===== src/rtl/cphc_pkg.sv =====
// ----------------------------------------------------------------------------
// cphc_pkg
// Shared types and constants for the compass peak homing controller: sizes
// of the averaging ring, field widths, step mode codes, register map.
// ----------------------------------------------------------------------------
`default_nettype none

package cphc_pkg;

  // averaging ring, length is a power of two
  localparam int AVG_LOG     = 4;
  localparam int AVG_LEN     = 1 << AVG_LOG;
  localparam int PTR_W       = AVG_LOG;
  localparam int SAMPLE_BITS = 16;
  localparam int SUM_W       = SAMPLE_BITS + AVG_LOG + 1;
  localparam int AVG_W       = SAMPLE_BITS;
  localparam int FILL_W      = $clog2(AVG_LEN + 2);

  // register and result widths
  localparam int START_W = 20;
  localparam int HYST_W  = 8;
  localparam int THR_W   = 8;
  localparam int BAND_W  = 16;
  localparam int CNT_W   = 8;
  localparam int RATE_W  = 21;
  localparam int MODE_W  = 3;

  // width for signed compares of average, peak distance and bands
  localparam int CMP_W = ((AVG_W > BAND_W) ? AVG_W : BAND_W) + 2;

  // command codes
  localparam logic CMD_START  = 1'b0;
  localparam logic CMD_SAMPLE = 1'b1;

  typedef enum logic [MODE_W-1:0] {
    MODE_FULL      = 3'd0,
    MODE_HALF      = 3'd1,
    MODE_QUARTER   = 3'd2,
    MODE_EIGHTH    = 3'd3,
    MODE_SIXTEENTH = 3'd4
  } mode_t;

  // configuration port
  localparam int DATA_W = 32;
  localparam int IDX_W  = 3;
  localparam int ADDR_W = IDX_W + 2;

  localparam logic [IDX_W-1:0] REG_START_RATE  = 3'd0;
  localparam logic [IDX_W-1:0] REG_HYSTERESIS  = 3'd1;
  localparam logic [IDX_W-1:0] REG_REV_THRESH  = 3'd2;
  localparam logic [IDX_W-1:0] REG_FINE_BAND   = 3'd3;
  localparam logic [IDX_W-1:0] REG_MID_BAND    = 3'd4;
  localparam logic [IDX_W-1:0] REG_COARSE_BAND = 3'd5;

  localparam logic [START_W-1:0] RST_START_RATE  = 20'd60000;
  localparam logic [HYST_W-1:0]  RST_HYSTERESIS  = 8'd1;
  localparam logic [THR_W-1:0]   RST_REV_THRESH  = 8'd3;
  localparam logic [BAND_W-1:0]  RST_FINE_BAND   = 16'd25;
  localparam logic [BAND_W-1:0]  RST_MID_BAND    = 16'd50;
  localparam logic [BAND_W-1:0]  RST_COARSE_BAND = 16'd100;

  typedef struct packed {
    logic [START_W-1:0] start_rate;
    logic [HYST_W-1:0]  hysteresis;
    logic [THR_W-1:0]   reversal_threshold;
    logic [BAND_W-1:0]  fine_band;
    logic [BAND_W-1:0]  mid_band;
    logic [BAND_W-1:0]  coarse_band;
  } cfg_t;

endpackage

`default_nettype wire


===== src/rtl/cphc_stream_if.sv =====
// ----------------------------------------------------------------------------
// cphc_stream_if
// Valid/ready channels of the homing controller: command words in, status
// words out.
// ----------------------------------------------------------------------------
`default_nettype none

interface cphc_in_if import cphc_pkg::*; ();
  logic                          valid;
  logic                          ready;
  logic                          cmd;
  logic signed [SAMPLE_BITS-1:0] sample;

  modport source (output valid, cmd, sample, input ready);
  modport sink (input valid, cmd, sample, output ready);
endinterface

interface cphc_out_if import cphc_pkg::*; ();
  logic                     valid;
  logic                     ready;
  logic signed [RATE_W-1:0] step_rate;
  mode_t                    step_mode;
  logic signed [AVG_W-1:0]  average;
  logic                     homed;
  logic                     busy_res;

  modport source (output valid, step_rate, step_mode, average, homed, busy_res,
                  input ready);
  modport sink (input valid, step_rate, step_mode, average, homed, busy_res,
                output ready);
endinterface

`default_nettype wire


===== src/rtl/cphc_ram.sv =====
// ----------------------------------------------------------------------------
// cphc_ram
// Generic simple dual-port RAM: one write port, one read port with a
// registered read.
// ----------------------------------------------------------------------------
`default_nettype none

module cphc_ram #(
  parameter int WIDTH = 16,
  parameter int DEPTH = 16
) (
  input  wire logic                     clk,
  input  wire logic                     we,
  input  wire logic [$clog2(DEPTH)-1:0] waddr,
  input  wire logic [WIDTH-1:0]         wdata,
  input  wire logic                     re,
  input  wire logic [$clog2(DEPTH)-1:0] raddr,
  output logic      [WIDTH-1:0]         rdata
);

  logic [WIDTH-1:0] mem [DEPTH];

  // write port
  always_ff @(posedge clk) begin
    if (we) begin
      mem[waddr] <= wdata;
    end
  end

  // registered read, holds when not enabled
  always_ff @(posedge clk) begin
    if (re) begin
      rdata <= mem[raddr];
    end
  end

endmodule

`default_nettype wire


===== src/rtl/cphc_regs.sv =====
// ----------------------------------------------------------------------------
// cphc_regs
// Configuration register file behind an APB-style port, with readback.
// ----------------------------------------------------------------------------
`default_nettype none

module cphc_regs import cphc_pkg::*; (
  input  wire logic              clk,
  input  wire logic              rst,
  input  wire logic              psel,
  input  wire logic              penable,
  input  wire logic              pwrite,
  input  wire logic [ADDR_W-1:0] paddr,
  input  wire logic [DATA_W-1:0] pwdata,
  output logic      [DATA_W-1:0] prdata,
  output logic                   pready,
  output cfg_t                   cfg
);

  logic             wr_en;
  logic [IDX_W-1:0] idx;

  assign pready = 1'b1;
  assign wr_en  = psel && penable && pwrite && pready;
  assign idx    = paddr[ADDR_W-1:2];

  // register writes, unknown indexes dropped
  always_ff @(posedge clk) begin
    if (rst) begin
      cfg.start_rate         <= RST_START_RATE;
      cfg.hysteresis         <= RST_HYSTERESIS;
      cfg.reversal_threshold <= RST_REV_THRESH;
      cfg.fine_band          <= RST_FINE_BAND;
      cfg.mid_band           <= RST_MID_BAND;
      cfg.coarse_band        <= RST_COARSE_BAND;
    end else if (wr_en) begin
      unique case (idx)
        REG_START_RATE:  cfg.start_rate         <= pwdata[START_W-1:0];
        REG_HYSTERESIS:  cfg.hysteresis         <= pwdata[HYST_W-1:0];
        REG_REV_THRESH:  cfg.reversal_threshold <= pwdata[THR_W-1:0];
        REG_FINE_BAND:   cfg.fine_band          <= pwdata[BAND_W-1:0];
        REG_MID_BAND:    cfg.mid_band           <= pwdata[BAND_W-1:0];
        REG_COARSE_BAND: cfg.coarse_band        <= pwdata[BAND_W-1:0];
        default: ;
      endcase
    end
  end

  // readback
  always_comb begin
    unique case (idx)
      REG_START_RATE:  prdata = DATA_W'(cfg.start_rate);
      REG_HYSTERESIS:  prdata = DATA_W'(cfg.hysteresis);
      REG_REV_THRESH:  prdata = DATA_W'(cfg.reversal_threshold);
      REG_FINE_BAND:   prdata = DATA_W'(cfg.fine_band);
      REG_MID_BAND:    prdata = DATA_W'(cfg.mid_band);
      REG_COARSE_BAND: prdata = DATA_W'(cfg.coarse_band);
      default:         prdata = '0;
    endcase
  end

endmodule

`default_nettype wire


===== src/rtl/cphc_core.sv =====
// ----------------------------------------------------------------------------
// cphc_core
// Homing datapath: ring read issue at accept, one compute stage that
// reads, modifies and writes back the sample ring and the run state, and
// the result register.
// ----------------------------------------------------------------------------
`default_nettype none

module cphc_core import cphc_pkg::*; (
  input  wire logic                   clk,
  input  wire logic                   rst,
  input  wire cfg_t                   cfg,
  cphc_in_if.sink                     din,
  cphc_out_if.source                  dout,
  output logic                        ram_re,
  output logic      [PTR_W-1:0]       ram_raddr,
  output logic                        ram_we,
  output logic      [PTR_W-1:0]       ram_waddr,
  output logic      [SAMPLE_BITS-1:0] ram_wdata,
  input  wire logic [SAMPLE_BITS-1:0] ram_rdata
);

  // issue side
  logic             accept;
  logic [PTR_W-1:0] ptr;

  // compute stage
  logic                          s1_valid;
  logic                          s1_cmd;
  logic signed [SAMPLE_BITS-1:0] s1_sample;
  logic [PTR_W-1:0]              s1_addr;
  logic                          s1_adv;

  // run state
  logic signed [SUM_W-1:0]  ring_sum, ring_sum_next;
  logic signed [AVG_W-1:0]  avg_now, avg_now_next;
  logic signed [AVG_W-1:0]  avg_peak, avg_peak_next;
  logic [FILL_W-1:0]        fill_count, fill_count_next;
  logic [CNT_W-1:0]         fall_count, fall_count_next;
  logic [CNT_W-1:0]         reversal_count, reversal_count_next;
  mode_t                    mode_now, mode_now_next;
  logic signed [RATE_W-1:0] rate_now, rate_now_next;
  logic                     running, running_next;
  logic                     finished, finished_next;
  logic [AVG_LEN-1:0]       ring_vld, ring_vld_next;

  // working values
  logic                          do_start;
  logic                          do_sample;
  logic signed [SAMPLE_BITS-1:0] old_sample;
  logic signed [SUM_W-1:0]       sum_upd;
  logic signed [SUM_W-1:0]       sum_biased;
  logic signed [AVG_W-1:0]       avg_upd;
  logic signed [AVG_W-1:0]       peak_upd;
  logic [FILL_W-1:0]             fill_upd;
  logic                          ring_full;
  logic signed [CMP_W-1:0]       avg_x;
  logic signed [CMP_W-1:0]       avg_old_x;
  logic signed [CMP_W-1:0]       peak_x;
  logic signed [CMP_W-1:0]       hyst_x;
  logic signed [CMP_W-1:0]       peak_gap;
  logic signed [CMP_W-1:0]       fine_x;
  logic signed [CMP_W-1:0]       mid_x;
  logic signed [CMP_W-1:0]       coarse_x;
  logic                          fall_hit;
  logic [CNT_W-1:0]              fall_inc;
  logic                          rev_hit;
  logic [CNT_W-1:0]              rev_inc;

  // handshake: the compute stage moves on when the result register is free
  assign accept    = din.valid && din.ready;
  assign s1_adv    = s1_valid && (!dout.valid || dout.ready);
  assign din.ready = !s1_valid || s1_adv;

  // ring read issued with the word, pointer follows every sample word
  assign ram_re    = accept && (din.cmd == CMD_SAMPLE);
  assign ram_raddr = ptr;

  always_ff @(posedge clk) begin
    if (rst) begin
      ptr <= '0;
    end else if (accept) begin
      if (din.cmd == CMD_START) begin
        ptr <= '0;
      end else begin
        ptr <= ptr + 1'b1;
      end
    end
  end

  // compute stage register
  always_ff @(posedge clk) begin
    if (rst) begin
      s1_valid <= 1'b0;
    end else if (accept) begin
      s1_valid <= 1'b1;
    end else if (s1_adv) begin
      s1_valid <= 1'b0;
    end
  end

  always_ff @(posedge clk) begin
    if (accept) begin
      s1_cmd    <= din.cmd;
      s1_sample <= din.sample;
      s1_addr   <= ptr;
    end
  end

  // ring update and moving average, truncated toward zero
  always_comb begin
    do_start   = (s1_cmd == CMD_START);
    do_sample  = !do_start && running;
    old_sample = ring_vld[s1_addr] ? signed'(ram_rdata) : '0;
    sum_upd    = ring_sum - SUM_W'(old_sample) + SUM_W'(s1_sample);
    sum_biased = sum_upd[SUM_W-1] ? sum_upd + SUM_W'(AVG_LEN - 1) : sum_upd;
    avg_upd    = AVG_W'(sum_biased >>> AVG_LOG);
    peak_upd   = (avg_peak < avg_upd) ? avg_upd : avg_peak;
    fill_upd   = (fill_count <= FILL_W'(AVG_LEN)) ? fill_count + 1'b1 : fill_count;
    ring_full  = fill_upd > FILL_W'(AVG_LEN);
    avg_x      = CMP_W'(avg_upd);
    avg_old_x  = CMP_W'(avg_now);
    peak_x     = CMP_W'(peak_upd);
    hyst_x     = signed'(CMP_W'(cfg.hysteresis));
    peak_gap   = peak_x - avg_x;
    fine_x     = signed'(CMP_W'(cfg.fine_band));
    mid_x      = signed'(CMP_W'(cfg.mid_band));
    coarse_x   = signed'(CMP_W'(cfg.coarse_band));
    fall_hit   = ring_full && (mode_now == MODE_FULL) && (avg_x + hyst_x < avg_old_x);
    fall_inc   = fall_count + 1'b1;
    rev_hit    = fall_inc > cfg.reversal_threshold;
    rev_inc    = rev_hit ? reversal_count + 1'b1 : reversal_count;
  end

  // next run state
  always_comb begin
    ring_sum_next       = ring_sum;
    avg_now_next        = avg_now;
    avg_peak_next       = avg_peak;
    fill_count_next     = fill_count;
    fall_count_next     = fall_count;
    reversal_count_next = reversal_count;
    mode_now_next       = mode_now;
    rate_now_next       = rate_now;
    running_next        = running;
    finished_next       = finished;
    ring_vld_next       = ring_vld;
    if (do_start) begin
      ring_sum_next       = '0;
      avg_now_next        = '0;
      avg_peak_next       = '0;
      fill_count_next     = '0;
      fall_count_next     = '0;
      reversal_count_next = '0;
      mode_now_next       = MODE_FULL;
      rate_now_next       = RATE_W'(cfg.start_rate);
      running_next        = 1'b1;
      finished_next       = 1'b0;
      ring_vld_next       = '0;
    end else if (do_sample) begin
      ring_sum_next          = sum_upd;
      avg_now_next           = avg_upd;
      avg_peak_next          = peak_upd;
      fill_count_next        = fill_upd;
      ring_vld_next[s1_addr] = 1'b1;
      // falls in full stepping: reverse, and every second reversal go to half
      if (fall_hit) begin
        fall_count_next = fall_inc;
        if (rev_hit) begin
          rate_now_next   = -rate_now;
          fill_count_next = '0;
        end
        if (!rev_inc[0] && (rev_inc != '0)) begin
          mode_now_next       = MODE_HALF;
          reversal_count_next = '0;
        end else begin
          reversal_count_next = rev_inc;
        end
      end else if (mode_now == MODE_FULL) begin
        fall_count_next = '0;
      end else if (ring_full) begin
        // microstep choice from distance to the peak
        if (peak_gap < fine_x && peak_gap > -fine_x) begin
          mode_now_next = MODE_SIXTEENTH;
        end else if (peak_gap < mid_x && peak_gap > -mid_x) begin
          mode_now_next = MODE_EIGHTH;
        end else if (peak_gap < coarse_x && peak_gap > -coarse_x) begin
          mode_now_next = MODE_QUARTER;
        end
      end
      // homed test
      if (mode_now_next == MODE_SIXTEENTH && avg_x + hyst_x > peak_x &&
          avg_x - hyst_x < peak_x) begin
        running_next  = 1'b0;
        finished_next = 1'b1;
        rate_now_next = '0;
      end
    end
  end

  // ring write back
  assign ram_we    = s1_adv && do_sample;
  assign ram_waddr = s1_addr;
  assign ram_wdata = s1_sample;

  // run state registers
  always_ff @(posedge clk) begin
    if (rst) begin
      ring_sum       <= '0;
      avg_now        <= '0;
      avg_peak       <= '0;
      fill_count     <= '0;
      fall_count     <= '0;
      reversal_count <= '0;
      mode_now       <= MODE_FULL;
      rate_now       <= '0;
      running        <= 1'b0;
      finished       <= 1'b0;
      ring_vld       <= '0;
    end else if (s1_adv) begin
      ring_sum       <= ring_sum_next;
      avg_now        <= avg_now_next;
      avg_peak       <= avg_peak_next;
      fill_count     <= fill_count_next;
      fall_count     <= fall_count_next;
      reversal_count <= reversal_count_next;
      mode_now       <= mode_now_next;
      rate_now       <= rate_now_next;
      running        <= running_next;
      finished       <= finished_next;
      ring_vld       <= ring_vld_next;
    end
  end

  // result register
  always_ff @(posedge clk) begin
    if (rst) begin
      dout.valid <= 1'b0;
    end else if (s1_adv) begin
      dout.valid <= 1'b1;
    end else if (dout.ready) begin
      dout.valid <= 1'b0;
    end
  end

  always_ff @(posedge clk) begin
    if (s1_adv) begin
      dout.step_rate <= running_next ? rate_now_next : '0;
      dout.step_mode <= mode_now_next;
      dout.average   <= avg_now_next;
      dout.homed     <= finished_next;
      dout.busy_res  <= running_next;
    end
  end

endmodule

`default_nettype wire


===== src/rtl/compass_peak_homing_controller_top.sv =====
// ----------------------------------------------------------------------------
// compass_peak_homing_controller_top
// Stepper homing sequencer that seeks the peak of a magnetometer axis from
// a moving average of its samples.
// ----------------------------------------------------------------------------
//
//   channel  dir  handshake              word
//   din      in   din.valid / din.ready  cmd, sample
//   dout     out  dout.valid/dout.ready  step_rate, step_mode, average,
//                                        homed, busy_res
//   apb      in   psel, penable, pwrite  paddr, pwdata (prdata on reads)
//
// One word per cycle unless a held result stalls the input; the ring read
// is registered with the compute stage, which feeds the result register.
// The ring is written back as the word leaves the compute stage; a stalled
// result register holds the compute stage and so the input.
// Synchronous reset; no clearing pass, ring entries carry valid bits that a
// start word clears at once.
// ----------------------------------------------------------------------------
`default_nettype none

module compass_peak_homing_controller_top import cphc_pkg::*; (
  input  wire logic              clk,
  input  wire logic              rst,
  cphc_in_if.sink                din,
  cphc_out_if.source             dout,
  input  wire logic              psel,
  input  wire logic              penable,
  input  wire logic              pwrite,
  input  wire logic [ADDR_W-1:0] paddr,
  input  wire logic [DATA_W-1:0] pwdata,
  output logic      [DATA_W-1:0] prdata,
  output logic                   pready
);

  cfg_t                   cfg;
  logic                   ram_re;
  logic [PTR_W-1:0]       ram_raddr;
  logic                   ram_we;
  logic [PTR_W-1:0]       ram_waddr;
  logic [SAMPLE_BITS-1:0] ram_wdata;
  logic [SAMPLE_BITS-1:0] ram_rdata;

  // configuration registers
  cphc_regs u_regs (
    .clk     (clk),
    .rst     (rst),
    .psel    (psel),
    .penable (penable),
    .pwrite  (pwrite),
    .paddr   (paddr),
    .pwdata  (pwdata),
    .prdata  (prdata),
    .pready  (pready),
    .cfg     (cfg)
  );

  // sample ring
  cphc_ram #(
    .WIDTH (SAMPLE_BITS),
    .DEPTH (AVG_LEN)
  ) u_ring (
    .clk   (clk),
    .we    (ram_we),
    .waddr (ram_waddr),
    .wdata (ram_wdata),
    .re    (ram_re),
    .raddr (ram_raddr),
    .rdata (ram_rdata)
  );

  // homing datapath
  cphc_core u_core (
    .clk       (clk),
    .rst       (rst),
    .cfg       (cfg),
    .din       (din),
    .dout      (dout),
    .ram_re    (ram_re),
    .ram_raddr (ram_raddr),
    .ram_we    (ram_we),
    .ram_waddr (ram_waddr),
    .ram_wdata (ram_wdata),
    .ram_rdata (ram_rdata)
  );

  // write back never meets a read of the same ring entry
  a_ring_no_collide: assert property (@(posedge clk) disable iff (rst)
    !(ram_we && ram_re && ram_waddr == ram_raddr))
    else $error("ring write and read hit the same entry");

  // the input stalls only behind a held result
  a_stall_cause: assert property (@(posedge clk) disable iff (rst)
    !din.ready |-> dout.valid && !dout.ready)
    else $error("input stalled with the result side free");

  // a homed result is stopped in sixteenth stepping
  a_homed_state: assert property (@(posedge clk) disable iff (rst)
    dout.valid && dout.homed |->
      dout.step_mode == MODE_SIXTEENTH && dout.step_rate == '0 && !dout.busy_res)
    else $error("homed result with motion or wrong mode");

  // no rate command outside a run
  a_idle_rate: assert property (@(posedge clk) disable iff (rst)
    dout.valid && !dout.busy_res |-> dout.step_rate == '0)
    else $error("rate commanded while idle");

endmodule

`default_nettype wire


===== src/flat_wrapper.sv =====
// flat-port wrapper written by rule: the top's interface ports become plain ports
module compass_peak_homing_controller_top_flat import cphc_pkg::*;
  (clk, rst, psel, penable, pwrite, paddr, pwdata, prdata, pready, din_valid, din_cmd, din_sample, din_ready, dout_valid, dout_step_rate, dout_step_mode, dout_average, dout_homed, dout_busy_res, dout_ready);
  cphc_in_if din_i ();
  cphc_out_if dout_i ();
  input  wire logic clk;
  input  wire logic rst;
  input  wire logic psel;
  input  wire logic penable;
  input  wire logic pwrite;
  input  wire logic [ADDR_W-1:0] paddr;
  input  wire logic [DATA_W-1:0] pwdata;
  output logic      [DATA_W-1:0] prdata;
  output logic pready;
  input wire logic [$bits(din_i.valid)-1:0] din_valid;
  input wire logic [$bits(din_i.cmd)-1:0] din_cmd;
  input wire logic [$bits(din_i.sample)-1:0] din_sample;
  output wire logic [$bits(din_i.ready)-1:0] din_ready;
  output wire logic [$bits(dout_i.valid)-1:0] dout_valid;
  output wire logic [$bits(dout_i.step_rate)-1:0] dout_step_rate;
  output wire logic [$bits(dout_i.step_mode)-1:0] dout_step_mode;
  output wire logic [$bits(dout_i.average)-1:0] dout_average;
  output wire logic [$bits(dout_i.homed)-1:0] dout_homed;
  output wire logic [$bits(dout_i.busy_res)-1:0] dout_busy_res;
  input wire logic [$bits(dout_i.ready)-1:0] dout_ready;
  assign din_i.valid = din_valid;
  assign din_i.cmd = din_cmd;
  assign din_i.sample = din_sample;
  assign din_ready = din_i.ready;
  assign dout_valid = dout_i.valid;
  assign dout_step_rate = dout_i.step_rate;
  assign dout_step_mode = dout_i.step_mode;
  assign dout_average = dout_i.average;
  assign dout_homed = dout_i.homed;
  assign dout_busy_res = dout_i.busy_res;
  assign dout_i.ready = dout_ready;
  compass_peak_homing_controller_top u_core (.clk(clk), .rst(rst), .din(din_i), .dout(dout_i), .psel(psel), .penable(penable), .pwrite(pwrite), .paddr(paddr), .pwdata(pwdata), .prdata(prdata), .pready(pready));
endmodule

===== config.mk =====
export PLATFORM = sky130hd
export DESIGN_NAME = compass_peak_homing_controller_top_flat
export DESIGN_NICKNAME = d
export VERILOG_FILES = /design/src/rtl/cphc_pkg.sv /design/src/rtl/cphc_stream_if.sv /design/src/rtl/cphc_ram.sv /design/src/rtl/cphc_regs.sv /design/src/rtl/cphc_core.sv /design/src/rtl/compass_peak_homing_controller_top.sv /design/src/flat_wrapper.sv
export SDC_FILE = /design/constraint.sdc
export NUM_CORES = 1
export LEC_CHECK = 0
export BUFFER_PORTS_ARGS = -buffer_cell sky130_fd_sc_hd__buf_4
export CORE_MARGIN = 2
export CORE_UTILIZATION = 49
export DETAILED_ROUTE_END_ITERATION = 6
export PLACE_DENSITY = 0.78
export SYNTH_ARGS = -nofsm -noshare
export SYNTH_HDL_FRONTEND = slang
export SYNTH_HIERARCHICAL = 1
export SYNTH_SLANG_ARGS = --single-unit

===== constraint.sdc =====
create_clock -name clk -period 22.3 [get_ports clk]
set_input_delay 4.46 -clock clk [delete_from_list [all_inputs] [get_ports clk]]
set_output_delay 4.46 -clock clk [all_outputs]
set_load 0.01 [all_outputs]

==> flow_summary.toml, run 1 <==
[status]
outcome = "finished, final reports clean"

[layout]
nets = 3293
layout_commonest_cell = "edfxtp_1"
fillers = 5203
diodes = 0
drive_above_1_share_pct = 12.3
most-common-layout-cells = "335 x edfxtp_1, 243 x nor2_1, 222 x inv_1"
area_delta_synth_final_pct = 11.5
layout.cells.non_filler = 3901
design_area_sq_mm = 0.0347

[global_route]
grt_max_degree = 103
grt_pass1_wl_um = 126000
grt_antenna_before_repair = 0
grt_usage_pct = 24.2
grt_overflow_total = 0
grt_pass1_vias = 22100

[setup_path]
path_buf_inv = 4
cpPeakStageDelay_ps = 760
start_kind = "flip-flop"
worst_ep_required_time_ps = 22710
r2r-start = "u_core/u_core/ram_waddr[0]$_DFFE_PP_"
cp_top_family = "compound AO/OA/AOI/OAI gates"
reg2reg_depth = 55
r2r_end = "u_core/u_core/dout.step_rate[3]$_SDFFCE_PN0P_"
crit_type = "flip-flop to flip-flop"
cp_slowest_cell = "edfxtp_1"
cp-end-kind = "flip-flop"
worstPathMaxFanout = 18
arrival_ps = 16410
ff2ff_setup_slack_ps = 6300

[clock_tree]
postCtsSetupBuffers = 0
cts.clk_slew.worst_paths_ps = 60
cts_resized = 0
cts.htree.levels = 2
hold_buffers = 0
worstSkewPairLatency_ps = 650
clockBufferDepth = 3
cts_sinks = 541
clockRootBuffer = "clkbuf_16"
cts_tree = "built"
numCtsBuffers = 57

[run]
maxCapViolCount = 0

[place]
hpwl_um = 54800
place_inst = 3794
gp_congestion = 0.930
port_buffers = 110
dpl-instance-area_sq_mm = 0.0327

[sta]
slew_headroom_pct = 21.2
rsz0062_at_grt = "no"
hold_viol = 0
slew_violations = 0
fin_tns_setup_ps = 0
tightest_slew_ps = 1180
fin_crit_sh_pct = 71.7
fin_skew_ps = 49.6
max_freq_mhz = 62.5
setup-violations-final = 0
period_needed_ps = 16000

[floorplanning]
start_util_pct = 49.5
dieArea_sq_mm = 0.0656
core_area_sq_mm = 0.0630
io_pins = 138
rows = 92
die_w_um = 256
die_h_um = 256

[synthesis]
muxShareOfSynthArea_pct = 8.59
synth_edf_count = 335
synthFlopType = "edfxtp_1"
synth_top_family_by_area = "compound AO/OA/AOI/OAI gates"
yosysSeqAreaShare_pct = 45.5
synth-simple-area-share_pct = 13.3
async_flop_share_pct = 0
synth-xor-area-share_pct = 4.18
syn-mean-instance-area_sq_um = 10.6
yosysWarningCount = 6
synthAdderAreaFrac_pct = 9.85
syn_inst = 2937
ys_ff_latch = 541
yosysUniqueCellTypes = 96
synth_compound_area_share_pct = 13.5
synth.cell_area_sq_mm = 0.0312

[power_and_ir_drop]
power_density_mw_per_mm2 = 89.5
peakVddDrop_uv = 71.0
power_leakage_nw = 13.2

[min_path]
hold_path.class = "flip-flop to flip-flop"
hold_depth = 2
min_from = "u_core/u_core/finished$_SDFFE_PP0P_"
hold_end = "u_core/u_core/finished$_SDFFE_PP0P_"

[detailed_routing]
wl_per_cell_um = 21.0
ant_nets = 0
drc = 0
vias_per_cell = 6.03
drtIter0Drc = 2470
drtPass1Iterations = 6
vias = 23500
wl_um = 81900
==> cell families (layout without fill, tap and decap cells) <==
family                     Yosys count  after routing
and+or+nand+nor                    841            841
AOI/OAI and AO/OA                  626            626
DFF                                541            541
buffers and inverters              373            480
adders and majority gates          233            233
muxes                              174            174
xor gates and xnor gates           147            147
other                                2             13
==> final cells by class <==
cell class                      instances  area (sq um)  area share [%]
Clock inverter                         30           403            1.16
Tap cell                              846          1060            3.05
Inverter                              226           850            2.45
Clock buffer                           77          1640            4.73
Sequential cell                       541         14200            40.8
Multi-Input combinational cell       2034         15500            44.6
Timing Repair Buffer                  147          1110            3.19
==> power by group <==
group	switching, mW	internal [mW]
clock network	0.417	0.592
registers	0.0172	1.07
logic	0.609	0.401
total	1.04	2.07
==> worst max path at each step <==
stage	from	endpoint	slack [ps]	cells after the start
2_1_floorplan	u_core/u_core/ram_waddr[0]$_DFFE_PP_	u_core/u_core/dout.step_rate[14]$_SDFFCE_PN0P_	9260	56
3_3_place_gp	u_core/u_core/ram_waddr[0]$_DFFE_PP_	u_core/u_core/dout.step_rate[12]$_SDFFCE_PN0P_	6810	53
3_5_place_dp	u_core/u_core/ram_waddr[0]$_DFFE_PP_	u_core/u_core/dout.step_rate[12]$_SDFFCE_PN0P_	6710	53
4_1_cts	u_core/u_core/ram_waddr[0]$_DFFE_PP_	u_core/u_core/dout.step_rate[3]$_SDFFCE_PN0P_	6580	55
5_1_grt	u_core/u_core/ram_waddr[0]$_DFFE_PP_	u_core/u_core/dout.step_rate[17]$_SDFFCE_PN0P_	5410	55
6_report	u_core/u_core/ram_waddr[0]$_DFFE_PP_	u_core/u_core/dout.step_rate[3]$_SDFFCE_PN0P_	6300	55
==> metrics by stage <==
stage          power [mW]  util [%]  hold slack (ps)  worst slack (ps)
2_1_floorplan        1.84         -              436              9260
6_report             3.11      55.2              461              6300
3_3_place_gp         2.07      51.9              444              6810
5_1_grt              3.27      55.2              469              5410
4_1_cts              3.10      55.2              456              6580
3_5_place_dp         2.10      51.9              447              6710
==> sequential cells by signal, summed over array words and instances, names as in the netlist, 4 cells and up <==
register / flops
u_core/u_core/ram_waddr: 4
u_core/u_core/reversal_count: 8
u_core/u_core/ram_wdata: 16
u_core/u_core/avg_peak: 16
u_core/u_core/ring_vld: 16
u_core/u_ring/mem: 256
u_core/u_core/dout.average: 16
u_core/u_core/fill_count: 5
u_core/u_core/avg_now: 16
u_core/u_core/ram_raddr: 4
u_core/u_core/rate_now: 21
u_core/u_core/ring_sum: 21
u_core/u_core/fall_count: 8
u_core/u_ring/rdata: 16
u_core/u_regs/cfg: 84
u_core/u_core/dout.step_rate: 21
==> synth_stat cells, types with 6 or more instances <==
cell type	number	area, sq um
and3_1	15	93.8
mux2_2	17	191
fa_1	23	460
nand3_1	58	290
buf_4	24	180
o21ai_1	6	30.0
o21a_1	18	135
nor3_1	58	290
mux4_2	60	1350
a22oi_1	101	758
a31oi_1	31	194
a221oi_1	10	87.6
nand2_1	192	721
clkbuf_1	89	334
buf_6	9	101
buf_1	11	41.3
nand4_1	33	206
a21oi_1	142	711
xor2_1	52	455
o31ai_1	17	128
o21ai_0	113	566
mux2i_1	87	871
and2_1	29	181
edfxtp_1	335	10100
xnor2_1	94	823
nor3b_1	6	45.0
nor4_1	17	106
dfxtp_1	206	4120
o211ai_1	13	97.6
ha_1	202	2530
inv_1	223	837
a21o_1	47	353
or4_1	9	67.6
nor2b_1	28	175
a32oi_1	8	70.1
nand2b_1	93	582
a211oi_1	25	188
nor2_1	245	920
buf_2	14	70.1
o22ai_1	20	125
o21bai_1	10	75.1
mux4_1	10	263
maj3_1	8	80.1
and4_1	6	52.6
or3_1	17	106
==> layer usage <==
| metal | share of wire [%] | up-vias | wire length [um] | track usage, % |
|---|---|---|---|---|
| met5 | 0 | - | 0 | 0 |
| met4 | 3.2 | 0 | 2610 | 8.76 |
| met3 | 8.6 | 135 | 7000 | 3.30 |
| met2 | 46 | 1100 | 37700 | 38.1 |
| met1 | 42 | 11400 | 34500 | 34.2 |
| li1 | - | 10900 | - | - |
==> worst min-delay path, cell delays in order (launching register included) <==
cell     delay, ps
dfxtp_1        310
nand2_1         50
a21oi_1         60
Power figures use the tool's default switching activity.
==> run 2: changes to the inputs <==
--- a/config.mk
+++ b/config.mk
@@ -5,6 +5,7 @@
 export SDC_FILE = /design/constraint.sdc
 export NUM_CORES = 1
 export LEC_CHECK = 0
+export ABC_AREA = 1
 export BUFFER_PORTS_ARGS = -buffer_cell sky130_fd_sc_hd__buf_4
 export CORE_MARGIN = 2
 export CORE_UTILIZATION = 49
==> constraint.sdc (replaced) <==
create_clock -name clk -period 15.1 [get_ports clk]
set_input_delay 3.02 -clock clk [delete_from_list [all_inputs] [get_ports clk]]
set_output_delay 3.02 -clock clk [all_outputs]
set_load 0.01 [all_outputs]
==> flow_summary.toml, run 2 <==
[status]
outcome = "finished, final reports clean"

[setup_path]
worstPathMaxFanout = 28
cp-end-kind = "flip-flop"
cp_slowest_cell = "xnor2_1"
crit_type = "flip-flop to flip-flop"
path_buf_inv = 9
arrival_ps = 12340
cpPeakStageDelay_ps = 660
crit_top_cell = "nand2_1"
start_kind = "flip-flop"
cp_top_family = "simple AND/OR/NAND/NOR gates"
worst_ep_required_time_ps = 15440

[sta]
hold-worst-slack_ps = 462
fin_tns_setup_ps = 0
setup-violations-final = 0
slew_violations = 0
hold_viol = 0
rsz0062_at_grt = "no"
max_freq_mhz = 83.4
period_needed_ps = 11990
setup_slack_ps = 3110
fin_skew_ps = 38.8
slew_headroom_pct = 17.0
fin_crit_sh_pct = 79.4
tightest_slew_ps = 1240

[clock_tree]
postCtsSetupBuffers = 0
hold_buffers = 0
worstSkewPairLatency_ps = 650
clockBufferDepth = 3
cts.htree.levels = 2
cts_resized = 0
cts.clk_slew.worst_paths_ps = 70
clockRootBuffer = "clkbuf_16"
cts_sinks = 541
cts_tree = "built"
numCtsBuffers = 56

[layout]
nets = 4716
layout_commonest_cell = "nand2_1"
area_delta_synth_final_pct = 10.1
layout.cells.non_filler = 5351
top_regs = "u_core/u_ring/mem: 256 flops, u_core/u_regs/cfg: 84 flops"
most-common-layout-cells = "1172 x nand2_1, 712 x inv_1, 403 x nand3_1"
largest_reg_flops = 256
regMostFlops = "u_core/u_ring/mem"
drive_above_1_share_pct = 8.06
diodes = 0

[synthesis]
yosysMostFrequentCell = "nand2_1"
syn-mean-instance-area_sq_um = 7.65
synthTopCellsByArea = "edfxtp_1 30%, nand2_1 13%, dfxtp_1 12%"
synth_largest_area_cell = "edfxtp_1"
syn_inst = 4371
synth_edf_count = 335
async_flop_share_pct = 0
yosysUniqueCellTypes = 57
synth_top_area_share_pct = 30.1
synthTopCellsByCount = "1173 x nand2_1, 714 x inv_1, 403 x nand3_1"
yosysSeqAreaShare_pct = 42.4
synthFlopType = "edfxtp_1"
synth.cell_area_sq_mm = 0.0335
ys_ff_latch = 541
yosysWarningCount = 6

[power_and_ir_drop]
power_leakage_nw = 17.0
power_density_mw_per_mm2 = 122
peakVddDrop_uv = 99.8

[global_route]
grt_pass1_wl_um = 141000
grt_usage_pct = 25.0
grt_antenna_before_repair = 1
grt_overflow_total = 0
grt_max_degree = 99
grt_pass1_vias = 26600

[place]
port_buffers = 110
hpwl_um = 62100
post-place-ws_ps = 3430
gp_congestion = 0.958
place_inst = 5245

[detailed_routing]
ant_nets = 0
wl_per_cell_um = 16.8
drc = 0
vias = 28800
drtPass1Iterations = 5
drtIter0Drc = 2935
vias_per_cell = 5.39
wl_um = 89800

[run]
maxCapViolCount = 0

[floorplanning]
core_area_sq_mm = 0.0674
rows = 95
dieArea_sq_mm = 0.0704
io_pins = 138
start_util_pct = 49.6
die_h_um = 265
die_w_um = 265

[min_path]
hold_path.class = "flip-flop to flip-flop"
## run 2: changes by cell type after synthesis, sizes merged, moves of 93 or more
cell    before   now
nand2      195  1210
nand3       59   416
a21oi      142   278
inv        225   723
nor2       246   360
nand2b      93     0
## run 2: per-layer routing
metal	vias to the layer above	wire, um	part of all wire (%)	GRT usage [%]
li1	14200	-	-	-
met1	13300	38600	43	34.8
met2	1161	40700	45	40.1
met3	196	7230	8.0	3.20
met4	2	3220	3.6	9.36
met5	-	13	0.014	0
## run 2: worst reg2reg max path: cells and delay by family (launching register included)
family | cells | cell delay [ps]
AND/OR/NAND/NOR | 38 | 4640
adder cells (fa/ha/maj) | 6 | 2100
buffers and inverters | 9 | 1770
AO/OA/AOI/OAI | 8 | 1530
XOR/XNOR | 3 | 1180
flip-flops | 1 | 470
## run 2: kinds of logic after synthesis
group,count (synthesis),share of synthesized area [%]
AND/OR/NAND/NOR,2152,27.6
buffers and inverters,889,10.7
flip-flops,541,42.4
AO/OA/AOI/OAI,468,7.85
adder cells (fa/ha/maj),225,8.93
XOR/XNOR,94,2.48
other,2,0.0224
## run 2: worst paths after layout
path | start | to | slack (ps) | cells past startpoint
max reg2reg | u_core/u_core/ram_waddr[1]$_DFFE_PP_ | u_core/u_core/dout.step_rate[6]$_SDFFCE_PN0P_ | 3110 | 64
max | u_core/u_core/ram_waddr[1]$_DFFE_PP_ | u_core/u_core/dout.step_rate[6]$_SDFFCE_PN0P_ | 3110 | 64
min reg2reg | u_core/u_core/ring_sum[0]$_SDFFE_PP0P_ | u_core/u_core/ring_sum[0]$_SDFFE_PP0P_ | 460 | 2
min | u_core/u_core/ring_sum[0]$_SDFFE_PP0P_ | u_core/u_core/ring_sum[0]$_SDFFE_PP0P_ | 460 | 2
## run 2: metrics by stage
stage                     utilization (%)  total power, mW  cell area, sq um
after floorplan                         -             2.66             33500
after global placement               51.7             2.99             34900
after detailed placement             51.7             3.03             34900
after CTS                            54.7             4.48             36800
after global routing                 54.7             4.76             36800
final                                54.7             4.48             36800
## run 2: layout make-up
class	count	area (sq um)
fillers	6022	30600
multi-input cells	2952	15700
flip-flops and latches	541	14200
inverters	733	2750
clock buffers	76	1610
repair buffers	146	1100
well taps	873	1090
clock inverters	30	354
## run 2: where the power goes
group	switching [mW]	internal (mW)	total (mW)
Combinational	0.919	0.491	1.41
Clock	0.611	0.841	1.45
Sequential	0.0283	1.59	1.62
Total	1.56	2.93	4.48
